$ cat src/mas_pkg.sv
package mas_pkg;

    localparam int WINDOW     = 10;
    localparam int CHANNELS   = 6;
    localparam int SAMPLE_W   = 16;
    localparam int GAIN_W     = 24;
    localparam int AVG_W      = 20;
    localparam int PHYS_W     = 28;
    localparam int FRAC_SHIFT = 16;
    localparam int CFG_IDX_W  = 2;
    localparam int CFG_DATA_W = 24;
    localparam int STAGES     = 6;

    localparam int SUM_W  = SAMPLE_W + $clog2(WINDOW);
    localparam int MAG_W  = SUM_W + 4;
    localparam int PROD_W = AVG_W + GAIN_W + 1;
    localparam int SH_W   = PROD_W - FRAC_SHIFT;

    localparam logic [MAG_W-1:0] RECIP = MAG_W'((64'd1 << MAG_W) / WINDOW);
    localparam logic [MAG_W-1:0] WIN_K = MAG_W'(WINDOW);

    localparam logic [GAIN_W-1:0] ACCEL_GAIN_RST = 24'd250216;
    localparam logic [GAIN_W-1:0] GYRO_GAIN_RST  = 24'd64000;

    typedef enum logic [CFG_IDX_W-1:0] {
        CFG_ACCEL_GAIN = 2'd0,
        CFG_GYRO_GAIN  = 2'd1
    } t_cfg_idx;

    typedef logic [CHANNELS-1:0][SAMPLE_W-1:0] t_chan_vec;

    typedef struct packed {
        logic signed [SAMPLE_W-1:0] accel_x;
        logic signed [SAMPLE_W-1:0] accel_y;
        logic signed [SAMPLE_W-1:0] accel_z;
        logic signed [SAMPLE_W-1:0] rate_x;
        logic signed [SAMPLE_W-1:0] rate_y;
        logic signed [SAMPLE_W-1:0] rate_z;
    } t_in;

    typedef struct packed {
        logic signed [AVG_W-1:0]  accel_avg_x;
        logic signed [AVG_W-1:0]  accel_avg_y;
        logic signed [AVG_W-1:0]  accel_avg_z;
        logic signed [AVG_W-1:0]  rate_avg_x;
        logic signed [AVG_W-1:0]  rate_avg_y;
        logic signed [AVG_W-1:0]  rate_avg_z;
        logic signed [PHYS_W-1:0] accel_phys_x;
        logic signed [PHYS_W-1:0] accel_phys_y;
        logic signed [PHYS_W-1:0] accel_phys_z;
        logic signed [PHYS_W-1:0] rate_phys_x;
        logic signed [PHYS_W-1:0] rate_phys_y;
        logic signed [PHYS_W-1:0] rate_phys_z;
    } t_out;

    typedef struct packed {
        logic mag;
        logic prod;
        logic avg;
        logic scl;
        logic outp;
    } t_lane_en;

endpackage

$ cat src/mas_lane.sv
module mas_lane (
    input  logic                                 i_clk,
    input  mas_pkg::t_lane_en                    i_en,
    input  logic signed [mas_pkg::SUM_W-1:0]     i_sum,
    input  logic [mas_pkg::GAIN_W-1:0]           i_gain,
    output logic signed [mas_pkg::AVG_W-1:0]     o_avg,
    output logic signed [mas_pkg::PHYS_W-1:0]    o_phys
);

    localparam int MW = mas_pkg::MAG_W;
    localparam int PW = mas_pkg::PHYS_W;

    logic [MW-1:0]   w_ext;
    logic [MW-1:0]   n_mag;
    logic [MW-1:0]   r_mag;
    logic            r_neg;
    logic [2*MW-1:0] r_prod;
    logic [MW-1:0]   r_mag2;
    logic            r_neg2;
    logic [MW-1:0]   w_q0;
    logic [MW-1:0]   w_rem;
    logic [MW-1:0]   w_q;
    logic [MW-1:0]   w_qs;
    logic signed [mas_pkg::AVG_W-1:0]  r_avg;
    logic signed [mas_pkg::AVG_W-1:0]  r_avg2;
    logic signed [mas_pkg::AVG_W-1:0]  r_avg3;
    logic signed [mas_pkg::PROD_W-1:0] r_mul;
    logic [mas_pkg::SH_W-1:0]          w_sh;
    logic [mas_pkg::SH_W-PW:0]         w_hi;
    logic signed [PW-1:0]              n_phys;
    logic signed [PW-1:0]              r_phys;

    always_comb begin
        w_ext = {i_sum, 4'b0000};
        n_mag = w_ext[MW-1] ? (~w_ext + MW'(1)) : w_ext;

        w_q0  = r_prod[2*MW-1:MW];
        w_rem = r_mag2 - MW'(w_q0 * mas_pkg::WIN_K);
        w_q   = (w_rem >= mas_pkg::WIN_K) ? (w_q0 + MW'(1)) : w_q0;
        w_qs  = r_neg2 ? (~w_q + MW'(1)) : w_q;

        w_sh = r_mul[mas_pkg::PROD_W-1:mas_pkg::FRAC_SHIFT];
        w_hi = w_sh[mas_pkg::SH_W-1:PW-1];
        if ((&w_hi) || !(|w_hi)) begin
            n_phys = w_sh[PW-1:0];
        end else if (w_sh[mas_pkg::SH_W-1]) begin
            n_phys = {1'b1, {(PW-1){1'b0}}};
        end else begin
            n_phys = {1'b0, {(PW-1){1'b1}}};
        end
    end

    always_ff @(posedge i_clk) begin
        if (i_en.mag) begin
            r_mag <= n_mag;
            r_neg <= w_ext[MW-1];
        end
        if (i_en.prod) begin
            r_prod <= r_mag * mas_pkg::RECIP;
            r_mag2 <= r_mag;
            r_neg2 <= r_neg;
        end
        if (i_en.avg) begin
            r_avg <= w_qs[mas_pkg::AVG_W-1:0];
        end
        if (i_en.scl) begin
            r_mul  <= r_avg * $signed({1'b0, i_gain});
            r_avg2 <= r_avg;
        end
        if (i_en.outp) begin
            r_phys <= n_phys;
            r_avg3 <= r_avg2;
        end
    end

    assign o_avg  = r_avg3;
    assign o_phys = r_phys;

endmodule

$ cat config.mk
export PLATFORM = sky130hd
export DESIGN_NAME = mas_lane
export DESIGN_NICKNAME = d
export VERILOG_FILES = /design/src/mas_pkg.sv /design/src/mas_lane.sv
export SDC_FILE = /design/constraint.sdc
export NUM_CORES = 2
export LEC_CHECK = 0
export BUFFER_PORTS_ARGS = -buffer_cell sky130_fd_sc_hd__buf_2
export CAP_MARGIN = 30
export CORE_MARGIN = 2
export CORE_UTILIZATION = 45
export DETAILED_ROUTE_END_ITERATION = 12
export PLACE_DENSITY = 0.63
export SLEW_MARGIN = 20
export SYNTH_ARGS = -nofsm -noshare
export SYNTH_HDL_FRONTEND = slang
export SYNTH_SLANG_ARGS = --single-unit
$ cat constraint.sdc
create_clock -name i_clk -period 12.9 [get_ports i_clk]
set_clock_uncertainty 0.1 [all_clocks]
set_input_delay 2.58 -clock i_clk [delete_from_list [all_inputs] [get_ports i_clk]]
set_output_delay 2.58 -clock i_clk [all_outputs]
set_load 0.02 [all_outputs]
; After elaboration in Yosys (flattened, before gate mapping)
; Index checks and enable logic that the tools add are counted.
[totals]
register_bits = 228
inputBits = 50
out_inout_bits = 48
[classes]
n_addsub = 4
mul = 3
order_cmp = 1
muxes = 5
n_bitwise = 2
reduce_logical = 4
[op_table]
columns = cell, count
row1 = 28-bit two-way mux, 2
row2 = 20-bit by 25-bit multiplier with 45-bit output, 1
row3 = "24-bit by 21-bit multiplier with 45-bit output, second input constant", 1
row4 = "20-bit by 1-bit adder with 20-bit output, second input constant", 2
row5 = 20-bit two-way mux, 2
row6 = "24-bit by 1-bit adder with 24-bit output, second input constant", 1
row7 = "24-bit by 4-bit greater-or-equal comparator with 1-bit output, second input constant", 1
row8 = 24-bit inverter, 1
row9 = 24-bit subtractor, 1
row10 = "21-bit by 3-bit multiplier with 23-bit output, second input constant", 1
row11 = 23-bit two-way mux, 1
row12 = 20-bit inverter, 1
row13 = 2-bit AND reduction, 1
row14 = 2-bit OR reduction, 1
row15 = 1-bit logical NOT, 1
row16 = 1-bit logical OR, 1

; Logic depth before layout (Yosys ltp)
[depth]
depth_word = 7
mapped_depth = 34
ltp_nobuf = 33

; Worst setup path before layout
; OpenSTA, ideal clock, no wires.
[synth_path]
path_type = input to register
start = in i_gain[13] (netlist name)
end = reg r_mul[44] (netlist name) (data pin)
setup_time_ps = 260
arrival_time_ps = 9587
path_slack_ps = 2953
path_stages = 28
path_cell_list = clkbuf_1 nand2_1 fa_1 inv_1 fa_1 inv_1 fa_1 inv_1 fa_1 fa_1 inv_1 fa_1 inv_1 fa_1 ha_1 a21o_1 a21o_1 a21o_1 a2111oi_0 o2bb2ai_1 a211oi_1 a31o_2 a21o_1 a21oi_1 o31ai_1 nor4_1 nor3_1 xnor2_1
[synth_between]
elab_chain_len = 1
[synth_lines]
columns = element, line
row1 = "start, declared", mas_lane.sv:5  ; input logic [mas_pkg::GAIN_W-1:0] i_gain,
row2 = 20-bit by 25-bit multiplier with 45-bit output, mas_lane.sv:67  ; r_mul <= r_avg * $signed({1'b0, i_gain});
row3 = "end signal, assigned", mas_lane.sv:67
row4 = "end, declared", mas_lane.sv:27  ; logic signed [mas_pkg::PROD_W-1:0] r_mul;
; No other way between the ends.
; A chain may end at the register's enable or synchronous reset.

; Worst setup path in the final report
[layout_path]
start = in i_gain[14] (netlist name)
end = reg r_mul[44] (netlist name) (data pin)
; Same word-level chain as after synthesis.

==> results.py <==
metrics = {
    "timing": {
        "setup_viol": 0,
        "period_share_pct": 81.22,
        "slew_violations": 0,
        "min_period_ns": 10.48,
        "fmax_ghz": 0.09544,
        "grt_setup_unrepaired": "no",
        "tns_ns": 0,
        "max_slew.worst_pin.slew_ns": 0.8588,
        "hold_viol_final": 0,
        "slew-limit-headroom_pct": 42.75,
    },
    "floorplanning": {
        "fp.dieH_um": 269.2,
        "die-area_um2": 72490,
        "coreArea_um2": 69790,
        "die_x_um": 269.2,
        "ios": 98,
        "start_util_pct": 45.37,
        "rows": 97,
    },
    "route": {
        "wl_um": 73390,
        "drtIter0Drc": 1278,
        "wl_per_cell_um": 17.57,
        "antenna_left": 0,
        "remaining_drc_errors": 0,
        "vias": 21360,
        "viasPerCell": 5.115,
        "first_pass_iters": 5,
    },
    "finish": {
        "multi_input_area_um2": 23110,
        "final-seq-area_um2": 5405,
        "nets": 4244,
        "fillCellCount": 6538,
        "syn2layout_area_growth_pct": 6.462,
        "layout-drive-gt1-share_pct": 5.564,
        "final_common_cell": "inv_1",
        "layout_common_cells": "722 x inv_1, 534 x fa_1, 438 x ha_1",
    },
    "flow_run": {
        "cap_violations": 0,
    },
    "setup_path": {
        "critPathLaunch": "i_gain[14]",
        "crit_path_start_kind": "input pin",
        "cp_max_fo": 20,
        "path_buf_inv": 6,
        "ff2ff_path_depth": 27,
        "cp.required_ns": 13.03,
        "critical_path.most_common_cell": "fa_1",
        "cpPeakStageDelay_ns": 0.69,
        "end_kind": "flop",
        "slowest_stage": "a2111oi_0",
        "path_depth": 28,
        "crit_path_end": "r_mul[44]",
        "critical_path.top_delay_family": "adder cells",
        "r2r_start": "r_avg[19]",
        "reg2reg_to": "r_mul[44]",
        "critical_path_arrival_ns": 10.61,
        "ff2ff_setup_slack_ns": 4.07,
        "path_class": "input pin to flop",
    },
    "clock_tree": {
        "hold_buffers": 0,
        "cts_inserted_buffers": 17,
        "clock-root-buffer": "clkbuf_16",
        "clock_latency_ns": 0.48,
        "postCtsSetupRepairBufs": 0,
        "cts-resized-gates": 0,
        "cts_tree": "built",
        "clk_transition_reported_paths_ns": 0.08,
        "htree_levels": 4,
        "clockBufferDepth": 2,
        "clkSinkCount": 180,
    },
    "grt": {
        "grt_antenna_before_repair": 1,
        "grt_pass1_vias": 22310,
        "grt_max_degree": 50,
        "gr-total-overflow": 0,
        "grtUsageTotal_pct": 21.24,
        "grt_pass1_wl_um": 121100,
    },
    "placement": {
        "hpwl_um": 58600,
        "gp_congestion": 0.8675,
        "port_buffers": 97,
    },
    "status": {
        "status": "complete, no violations",
    },
    "yosys": {
        "netlist_area_um2": 31660,
        "synth_area_leader_cell": "fa_1",
        "synth_top_area_share_pct": 33.77,
        "synth_area_leaders": "fa_1 34%, ha_1 17%, edfxtp_1 17%",
        "synth.distinct_cells": 78,
        "syn_nets": 4212,
        "yosysSeqAreaShare_pct": 17.07,
        "yosysWarnings": 0,
        "synthArstFlopShare_pct": 0,
        "avgSynthCellArea_um2": 9.924,
        "ys_seq_elements": 180,
        "syn_inst": 3190,
        "synth-edff-count": 180,
        "ys.flop_type": "edfxtp_1",
    },
    "min_path": {
        "min_path_type": "flop to flop",
    },
}
-- cells by family (layout without fill, tap and decap cells) --
| group | after synthesis | count (layout) | synth area share, % |
|---|---|---|---|
| xor gates and xnor gates | 124 | 124 | 3.430 |
| and+or+nand+nor | 802 | 802 | 12.28 |
| muxes | 5 | 5 | 0.1660 |
| AOI/OAI and AO/OA | 275 | 275 | 6.027 |
| buffers and inverters | 832 | 877 | 9.947 |
| DFF | 180 | 180 | 17.07 |
| adders and majority gates | 972 | 972 | 51.08 |
| other | 0 | 1 | 0 |
-- final cells by class --
cell class              count  share of cell area [%]
multi-input cells        2178                   68.56
repair buffers            122                   2.034
well taps                 940                   3.490
clock inverters            15                  0.5605
clock buffers              17                   1.262
diodes                      1                0.007424
inverters                 723                   8.052
flip-flops and latches    180                   16.04
-- worst reg2reg max path, cell delays in order, from the launching register on --
cell,delay (ns)
edfxtp_1,0.33
buf_4,0.30
clkinv_1,0.47
nor2_1,0.27
fa_1,0.44
inv_1,0.10
fa_1,0.45
fa_1,0.51
inv_1,0.06
fa_1,0.50
fa_1,0.44
fa_1,0.49
inv_1,0.05
fa_1,0.47
inv_1,0.07
ha_1,0.33
and4_1,0.23
o21a_1,0.13
a2111oi_0,0.67
o2bb2ai_1,0.22
a211oi_1,0.13
a31o_2,0.37
a21o_1,0.21
a21oi_1,0.52
o31ai_1,0.27
nor4_1,0.23
nor3_1,0.11
xnor2_1,0.13
-- flip-flops by register name (all words and copies together) (netlist names) --
register  cells
r_mul        29
o_phys       28
r_prod       21
o_avg        20
r_avg2       20
r_avg        20
r_mag2       20
r_mag        20
r_neg         1
r_neg2        1
-- synthesized netlist by cell type (all sizes together), types with 3 or more instances --
master / count
a2111oi: 3
a211o: 4
a311oi: 3
xnor2: 89
ha: 438
a21o: 60
and2: 177
and4: 5
nor4b: 4
mux2i: 3
nor3: 35
nor2b: 17
inv: 722
nand4: 15
nor2: 100
buf: 4
and3: 12
edfxtp: 180
nor4: 8
fa: 534
o21ai: 43
nand3: 33
nand2: 350
o21a: 16
a31oi: 15
a31o: 4
a211oi: 11
o31ai: 12
or3: 9
or2: 3
a21oi: 64
o22ai: 5
nand2b: 25
xor2: 35
o211ai: 6
o21bai: 6
nand4b: 3
clkbuf: 105
-- metrics by stage --
| stage | utilization [%] | area (um^2) | instances | setup slack (ns) | hold WS, ns |
|---|---|---|---|---|---|
| after floorplan | - | 31660 | 3190 | 2.953 | 0.3003 |
| after global placement | 47.39 | 33070 | 4142 | 2.078 | 0.3005 |
| after detailed placement | 47.39 | 33070 | 4142 | 1.962 | 0.3045 |
| after CTS | 48.27 | 33680 | 4174 | 2.479 | 0.3215 |
| after global routing | 48.29 | 33700 | 4175 | 1.885 | 0.3281 |
| final | 48.30 | 33700 | 4176 | 2.422 | 0.3214 |
-- layer usage --
layer	vias up	track usage, %	wire [um]
li1	10040	-	-
met1	10730	31.17	35190
met2	527	32.94	32650
met3	64	3.740	4420
met4	0	4.484	1126
met5	-	0	0
-- worst min path at each step --
stage,start,to,slack [ns],cells after the start
final,r_avg2[3],o_avg[3],0.32,0
after global routing,r_avg2[5],o_avg[5],0.33,0
after global placement,r_avg2[0],o_avg[0],0.30,0
after detailed placement,r_avg2[7],o_avg[7],0.30,0
after CTS,r_avg2[3],o_avg[3],0.32,0
after floorplan,r_avg2[0],o_avg[0],0.30,0
Power is left out: the tool's default activity adds up to more than one toggle a clock period on the data nets, which glitch-free logic cannot reach.
