**src/mas_pkg.sv**
```systemverilog
package mas_pkg;

    localparam int WINDOW     = 10;
    localparam int CHANNELS   = 6;
    localparam int SAMPLE_W   = 16;
    localparam int GAIN_W     = 24;
    localparam int AVG_W      = 20;
    localparam int PHYS_W     = 28;
    localparam int FRAC_SHIFT = 16;
    localparam int CFG_IDX_W  = 2;
    localparam int CFG_DATA_W = 24;
    localparam int STAGES     = 6;

    localparam int SUM_W  = SAMPLE_W + $clog2(WINDOW);
    localparam int MAG_W  = SUM_W + 4;
    localparam int PROD_W = AVG_W + GAIN_W + 1;
    localparam int SH_W   = PROD_W - FRAC_SHIFT;

    localparam logic [MAG_W-1:0] RECIP = MAG_W'((64'd1 << MAG_W) / WINDOW);
    localparam logic [MAG_W-1:0] WIN_K = MAG_W'(WINDOW);

    localparam logic [GAIN_W-1:0] ACCEL_GAIN_RST = 24'd250216;
    localparam logic [GAIN_W-1:0] GYRO_GAIN_RST  = 24'd64000;

    typedef enum logic [CFG_IDX_W-1:0] {
        CFG_ACCEL_GAIN = 2'd0,
        CFG_GYRO_GAIN  = 2'd1
    } t_cfg_idx;

    typedef logic [CHANNELS-1:0][SAMPLE_W-1:0] t_chan_vec;

    typedef struct packed {
        logic signed [SAMPLE_W-1:0] accel_x;
        logic signed [SAMPLE_W-1:0] accel_y;
        logic signed [SAMPLE_W-1:0] accel_z;
        logic signed [SAMPLE_W-1:0] rate_x;
        logic signed [SAMPLE_W-1:0] rate_y;
        logic signed [SAMPLE_W-1:0] rate_z;
    } t_in;

    typedef struct packed {
        logic signed [AVG_W-1:0]  accel_avg_x;
        logic signed [AVG_W-1:0]  accel_avg_y;
        logic signed [AVG_W-1:0]  accel_avg_z;
        logic signed [AVG_W-1:0]  rate_avg_x;
        logic signed [AVG_W-1:0]  rate_avg_y;
        logic signed [AVG_W-1:0]  rate_avg_z;
        logic signed [PHYS_W-1:0] accel_phys_x;
        logic signed [PHYS_W-1:0] accel_phys_y;
        logic signed [PHYS_W-1:0] accel_phys_z;
        logic signed [PHYS_W-1:0] rate_phys_x;
        logic signed [PHYS_W-1:0] rate_phys_y;
        logic signed [PHYS_W-1:0] rate_phys_z;
    } t_out;

    typedef struct packed {
        logic mag;
        logic prod;
        logic avg;
        logic scl;
        logic outp;
    } t_lane_en;

endpackage

```
**src/mas_cell.sv**
```systemverilog
module mas_cell (
    input  logic               i_clk,
    input  logic               i_rst_n,
    input  logic               i_shift,
    input  mas_pkg::t_chan_vec i_data,
    output mas_pkg::t_chan_vec o_data
);

    mas_pkg::t_chan_vec r_data;

    always_ff @(posedge i_clk) begin
        if (!i_rst_n) begin
            r_data <= '0;
        end else if (i_shift) begin
            r_data <= i_data;
        end
    end

    assign o_data = r_data;

endmodule

```
**config.mk**
```make
export PLATFORM = sky130hd
export DESIGN_NAME = mas_cell
export DESIGN_NICKNAME = d
export VERILOG_FILES = /design/src/mas_pkg.sv /design/src/mas_cell.sv
export SDC_FILE = /design/constraint.sdc
export NUM_CORES = 1
export LEC_CHECK = 0
export BUFFER_PORTS_ARGS = -buffer_cell sky130_fd_sc_hd__buf_2
export CAP_MARGIN = 20
export CORE_MARGIN = 8
export CORE_UTILIZATION = 45
export CTS_CLUSTER_DIAMETER = 30
export DETAILED_ROUTE_END_ITERATION = 10
export PLACE_DENSITY_LB_ADDON = 0.15
export SLEW_MARGIN = 20
export SYNTH_ARGS = -nofsm -noshare
export SYNTH_HDL_FRONTEND = slang
export SYNTH_SLANG_ARGS = --single-unit
```
**constraint.sdc**
```tcl
create_clock -name i_clk -period 1.15 [get_ports i_clk]
set_input_delay 0.23 -clock i_clk [delete_from_list [all_inputs] [get_ports i_clk]]
set_output_delay 0.23 -clock i_clk [all_outputs]
set_load 0.01 [all_outputs]
```
Yosys cells after proc, flatten, opt, wreduce, memory -nomap -nowiden
Cells that the tools add are included.

word-level totals
  logic and storage cells = 6
  input bits = 99
  output and inout port bits = 96
  register bits = 96

Longest topological paths before layout
Gate-level depths: netlist (run 1).

  depth after elaboration = 0
  mapped depth = 5
  gate-level depth less buffers = 2

Worst setup path before layout (run 1)
OpenSTA, ideal clock, no wires.

  path kind = input to register
  start point = input port i_shift
  end point = register r_data (netlist bit o_data[0])
  stages = 5
  buffers on the path = 3
  path slack = 0.166 ns
  data required time = 1.034 ns
  library setup time = 0.116 ns
  arrival = 0.868 ns
  path through = buf_4 buf_8 buf_12 mux2i_1 nor2b_1

RTL lines
  what                  RTL line        text
  start, declared       mas_cell.sv:4   input logic i_shift,
  end signal, assigned  mas_cell.sv:15  r_data <= i_data;
  end, declared         mas_cell.sv:9   mas_pkg::t_chan_vec r_data;

Worst setup path in the final report (run 1)
  start point = register r_data (netlist bit o_data[38])
  end point = output port o_data[38] (netlist name)

RTL lines
  what           RTL line       text
  end, declared  mas_cell.sv:6  output mas_pkg::t_chan_vec o_data

No word-level cell between the ends.

==> summary.md, run 1 <==
| Metric | Value |
|---|---|
| Remaining DRCs | 0 |
| Die width | 106 um |
| RSZ-0062 raised after global routing | false |
| Non-filler cells, final | 610 |
| Setup TNS | 0 ns |
| Crit path required time | 0.92 ns |
| Initial antenna violation count | 0 |
| CTS Sinks | 96 |
| Slew HR | 84.1% |
| Core box area | 8050 um^2 |
| CTS tree | done |
| Die Area | 11300 um^2 |
| IO Pins | 195 |
| Synth Register Bits | 96 |
| Place WS | 0.0557 ns |
| Via count | 2759 |
| Final Util | 60.8% |
| N_diodes | 0 |
| Worst R2R Start | o_data[42] |
| Pint | 4.95 mW |
| Overall routed net length | 8890 um |
| Hold worst-path end | o_data[84] |
| Grt met1 use | 16.3% |
| Worst setup margin | 0.0777 ns |
| Instance count on the critical path | 1 |
| Grt total ovfl | 0 |
| Outcome | complete, no violations |
| Warnings, synthesis | 0 |
| Post-route total power | 6.61 mW |
| Commonest non-fill, non-tap cell in the layout | buf_2 |
| Reg-to-reg endpoint | o_data[42] |
| Worst-path clk slew | 0.09 ns |
| Commonest non-fill, non-tap cells in the layout | 193 x buf_2, 96 x mux2i_1, 96 x nor2b_1, 96 x dfxtp_1, 11 x clkbuf_8 |
| Initial core utilization | 45.5% |
| Avg Cell Area, Syn | 11.9 um^2 |
| Pwr dens | 1350 nW/um^2 |
| Area Overhead vs Synth | 33.6% |
| Net Sw Power | 1.66 mW |
| Placed Cells | 595 |
| Max reg flops | 96 |
| Most used routing layer | met2 |
| Clock skew after layout | 0 ns |
| Clock share of power | 30.2% |
| Proportion of layout cells with a drive suffix above 1 | 43.0% |
| Post-CTS Setup Bufs | 0 |
| CP delay by family, top | flip-flops |
| First-pass GRT wire length | 13800 um |
| Iteration-0 DRC Markers | 93 |
| F_max | 933 MHz |
| Worst path cell trace | buf_2 |
| Hold Worst Slack | 0.139 ns |
| Depth of the worst register-to-register path | 2 |
| Syn Std Cell Area | 3660 um^2 |
| DP HPWL | 6920 um |
| Vias per inst | 4.52 |
| HP Class | input port to flop |
| CP endpoint kind | output pin |
| Final Critical Period | 1.07 ns |
| Sw Ratio | 25.1% |
| Slowest cell delay on critical path | 0.36 ns |
| Sequential Power Share | 54.7% |
| Crit-path max FO | 2 |
| Avg WL per Cell | 14.6 um |
| Bufs on Longest Clock Path | 2 |
| Syn Nets | 408 |
| Die Y | 106 um |
| CTS resizes | 0 |
| Max-slew violation count | 0 |
| Critical path class | flop to output pin |
| # nets final | 600 |
| Buffers on Ports | 194 |
| Leakage power | 2.55 nW |
| Post-route design area | 4890 um^2 |
| Slack of the worst reg-to-reg path | 0.52 ns |
| Setup violations, final | 0 |
| Worst hold start | i_data[84] |
| CTS buffer count | 9 |
| Syn Inst Count | 309 |
| Clk Latency, worst-skew pair | 0.34 ns |
| Root buffer cell | clkbuf_8 |
| Post-synthesis sequential area ratio | 52.5% |
| Gr usage total | 14.9% |
| CP Launch Type | flop |
| Hold path cells | 3 |
| Largest net degree at the start of global routing | 65 |
| Comb power frac | 15.0% |
| Count of different cell masters after synthesis | 8 |
| GP Congestion | 0.703 |
| H-tree levels | 3 |
| CP max stage cell | dfxtp_1 |
| Number of global-route vias before repair | 2846 |
| Row cnt | 33 |
| Period utilization | 93.2% |
| Placed Area | 4710 um^2 |
| VDD IR max | 0.724 mV |
| Met3 Usage GRT | 8.05% |
| Critical Path AT | 0.84 ns |
| Worst path bufs/invs | 1 |
| DRT Pass-1 Iters | 3 |
| Post-CTS Hold Fix Bufs | 0 |
| Hold Vio Cnt, Final | 0 |
| Remaining antenna violation count | 0 |
| Worst-margin pin slew | 0.238 ns |
| Number of max-cap violations | 0 |
| Met2 Resource Use GR | 24.0% |
-- cells by family (layout without fill, tap and decap cells) --
kind of cell | after synthesis | after routing | share of synthesized area [%]
and+or+nand+nor | 96 | 96 | 16.4
buffers and inverters | 21 | 217 | 4.89
muxes | 96 | 96 | 26.2
DFF | 96 | 96 | 52.5
-- layout make-up --
| class | count | area [um^2] |
|---|---|---|
| fillers | 723 | 3160 |
| flip-flops and latches | 96 | 1920 |
| multi-input cells | 192 | 1560 |
| repair buffers | 202 | 1100 |
| clock buffers | 11 | 151 |
| well taps | 105 | 131 |
| clock inverters | 4 | 30.0 |
-- synthesized netlist by cell type, drive strengths merged --
master / n / area [um^2]
buf: 11 / 140
mux2i: 96 / 961
nor2b: 96 / 601
clkbuf: 10 / 38.8
dfxtp: 96 / 1920
-- power groups by stage --
stage / sequential (mW) / clock, mW / combinational [mW]
after floorplan: 3.79 / 0 / 0.471
after global placement: 3.68 / 0 / 0.992
after detailed placement: 3.69 / 0 / 1.01
after CTS: 3.62 / 2.08 / 1.01
after global routing: 3.64 / 2.20 / 1.08
final: 3.62 / 2.00 / 0.993
-- worst max path at each step --
stage	startpoint	end	slack (ns)
global route	o_data[62]	o_data[62]	0.009
finish	o_data[38]	o_data[38]	0.08
global placement	i_shift	o_data[7]	0.09
detailed placement	i_shift	o_data[46]	0.06
floorplan	i_shift	o_data[0]	0.17
CTS	o_data[38]	o_data[38]	0.05
-- worst min-delay path, cell delays in order --
cell,delay [ns]
buf_2,0.07
mux2i_1,0.05
nor2b_1,0.10
-- layer usage --
layer | up-vias | share of wire, %
met3 | 12 | 12
met2 | 112 | 46
met4 | 0 | 1.4
li1 | 1403 | -
met1 | 1232 | 41
met5 | - | 0
No activity file was read; power rests on OpenSTA's default activity.
==> inputs of run 2 (changes only) <==
- ABC_AREA: not set -> 1
- CORE_UTILIZATION: 45 -> 46
==> summary.md, run 2 <==
| Metric | Value |
|---|---|
| Outcome | complete, no violations |
| CP max stage cell | dfxtp_1 |
| # nets final | 892 (+49%) |
| Count of different cell masters after synthesis | 6 (-2) |
| Slowest cell delay on critical path | 0.37 ns (about the same) |
| Post-route design area | 5220 um^2 (+6.6%) |
| Row cnt | 34 (+3.0%) |
| Post-synth ARST share | 0% (unchanged) |
| Setup violations, final | 0 (unchanged) |
| Critical path class | flop to output pin |
| Comb power frac | 16.0% (+1.0 points) |
| Clock share of power | 33.4% (+3.2 points) |
| RSZ-0062 raised after global routing | false |
| Overall routed net length | 10200 um (+15%) |
| Die Area | 12000 um^2 (+6.7%) |
| Placed Area | 5000 um^2 (+6.1%) |
| Clock skew after layout | 0 ns (unchanged) |
| Sw Ratio | 26.3% (+1.2 points) |
| Top cells by area, synth | dfxtp_1 48%, nand2_1 18%, nor2_1 18% |
| CP endpoint kind | output pin |
| Via count | 3840 (+39%) |
| Top post-synthesis cells by count | 192 x nand2_1, 192 x nor2_1, 96 x dfxtp_1, 96 x inv_1, 25 x buf_6 |
| Number of global-route vias before repair | 3487 (+23%) |
| Avg WL per Cell | 11.3 um (-23%) |
| Final Critical Period | 1.10 ns (+0.0247 ns) |
| DP HPWL | 7790 um (+12%) |
| Syn Inst Count | 608 (+97%) |
| Synth Register Bits | 96 (unchanged) |
| Placed Cells | 890 (+50%) |
| Proportion of layout cells with a drive suffix above 1 | 27.9% (-15 points) |
| Number of max-cap violations | 0 (unchanged) |
| Max reg flops | 96 (unchanged) |
| Main synth FF type | dfxtp_1 |
| Post-synthesis sequential area ratio | 47.6% (-4.9 points) |
| Setup TNS | 0 ns (unchanged) |
| Pint | 5.35 mW (+8.1%) |
| Post-CTS Hold Fix Bufs | 0 (unchanged) |
| DRT Pass-1 Iters | 4 (+1) |
| Net Sw Power | 1.91 mW (+15%) |
| CP Launch Type | flop |
| Die width | 110 um (+3.3%) |
| Root buffer cell | clkbuf_8 |
| Warnings, synthesis | 0 (unchanged) |
| CTS Sinks | 96 (unchanged) |
| Worst-margin pin slew | 0.256 ns (+0.0178 ns) |
| CTS tree | done |
| Yosys top cell by area | dfxtp_1 |
| Iteration-0 DRC Markers | 156 (+68%) |
| Crit-path max FO | 2 (unchanged) |
| Commonest non-fill, non-tap cell in the layout | buf_2 |
| Final Util | 60.4% (-0.34 points) |
| Remaining antenna violation count | 0 (unchanged) |
| Critical Path AT | 0.87 ns (+0.03 ns) |
| Worst-path clk slew | 0.10 ns (about the same) |
| Bufs on Longest Clock Path | 2 (unchanged) |
| Syn Nets | 707 (+73%) |
| Post-synth EDFFs | 0 (unchanged) |
| Die Y | 110 um (+3.3%) |
| Avg Cell Area, Syn | 6.64 um^2 (-44%) |
| Period utilization | 95.4% (+2.1 points) |
| HP Class | input port to flop |
| N_diodes | 0 (unchanged) |
| Initial core utilization | 46.8% (+1.3 points) |
| Hold Worst Slack | 0.155 ns (+0.0160 ns) |
| F_max | 912 MHz (-2.2%) |
| Largest net degree at the start of global routing | 39 (-40%) |
| Crit path required time | 0.92 ns (about the same) |
| Hold Vio Cnt, Final | 0 (unchanged) |
| Worst path bufs/invs | 1 (unchanged) |
| CTS buffer count | 9 (unchanged) |
| Non-filler cells, final | 905 (+48%) |
| Pwr dens | 1390 nW/um^2 (+3.0%) |
| CP delay by family, top | flip-flops |
| Post-CTS Setup Bufs | 0 (unchanged) |
| First-pass GRT wire length | 15500 um (+12%) |
| Buffers on Ports | 194 (unchanged) |
| GP Congestion | 0.774 (+10%) |
| H-tree levels | 3 (unchanged) |
| Gr usage total | 16.0% (+1.1 points) |
| Sequential Power Share | 50.6% (-4.1 points) |
| Yosys top cell area share | 47.6% (-4.9 points) |
| Initial antenna violation count | 0 (unchanged) |
| Max-slew violation count | 0 (unchanged) |
| Clk Latency, worst-skew pair | 0.35 ns (about the same) |
| Slew HR | 82.9% (-1.2 points) |
| IO Pins | 195 (unchanged) |
| Remaining DRCs | 0 (unchanged) |
| Grt total ovfl | 0 (unchanged) |
| Commonest non-fill, non-tap cells in the layout | 193 x buf_2, 192 x nor2_1, 192 x nand2_1 |
| Area Overhead vs Synth | 29.1% |
| Leakage power | 3.24 nW (+27%) |
| Core box area | 8640 um^2 (+7.3%) |
| VDD IR max | 0.699 mV (-3.4%) |
| Syn Std Cell Area | 4040 um^2 (+10%) |
| Worst path cell trace | buf_2 |
| Vias per inst | 4.24 (-6.2%) |
run 2: cell types whose count changed in the layout (fill, tap and decap cells not counted), sizes merged:
| cell | delta |
|---|---|
| clkbuf | -1 |
| nor2b | -96 |
| inv | +96 |
| mux2i | -96 |
| clkinv | -1 |
| buf | +4 |
| bufinv | +2 |
| nor2 | +192 |
| nand2 | +192 |
run 2: metrics by stage:
step	power, mW	worst slack, ns
after floorplan	4.45	0.339
final	7.26	0.0531
after CTS	7.34	0.0378
after global routing	7.65	0.0102
after detailed placement	4.93	0.158
after global placement	4.90	0.170
run 2: kinds of logic after synthesis:
| group | count (synthesis) | synth area share [%] |
|---|---|---|
| simple gates | 384 | 35.7 |
| buf+inv | 128 | 16.8 |
| flops | 96 | 47.6 |
run 2: final timing paths:
check                                start  slack, ns  cells after the start          to
worst min-delay path            i_data[78]       0.15                      5  o_data[78]
worst max-delay path            o_data[32]       0.05                      1  o_data[32]
worst max register to register  o_data[48]       0.56                      2  o_data[48]
worst min register to register  o_data[22]       0.47                      2  o_data[22]
run 2: power by group through the flow:
| stage | clock (mW) | sequential [mW] | combinational [mW] |
|---|---|---|---|
| floorplan | 0 | 3.86 | 0.597 |
| global placement | 0 | 3.75 | 1.15 |
| detailed placement | 0 | 3.75 | 1.18 |
| CTS | 2.49 | 3.67 | 1.18 |
| global route | 2.62 | 3.70 | 1.32 |
| finish | 2.42 | 3.67 | 1.16 |
run 2: area by class of cell:
type,instances,area (um^2)
Inverter,96,360
Clock buffer,10,138
Tap cell,108,135
Clock inverter,5,81.3
Multi-Input combinational cell,384,1440
Sequential cell,96,1920
Timing Repair Buffer,206,1140
Fill cell,830,3420
run 2: metal layers:
layer  up-vias  track usage, %  part of all wire (%)
li1       2074               -                     -
met4         0            6.46                   1.6
met5         -               0                     0
met3        15            6.21                    11
met2       122            27.9                    46
met1      1629            17.1                    41
run 2: worst register-to-register path: cells and delay by family, from the launching register on:
| family | cells | cell delay [ns] |
|---|---|---|
| DFF | 1 | 0.32 |
| and+or+nand+nor | 2 | 0.18 |
run 2: repair_timing:
item / in CTS / in global routing
endpoints found under the setup margin: 0 / 1
resized for setup: 0 / 1
hold endpoints to repair: 0 / 0
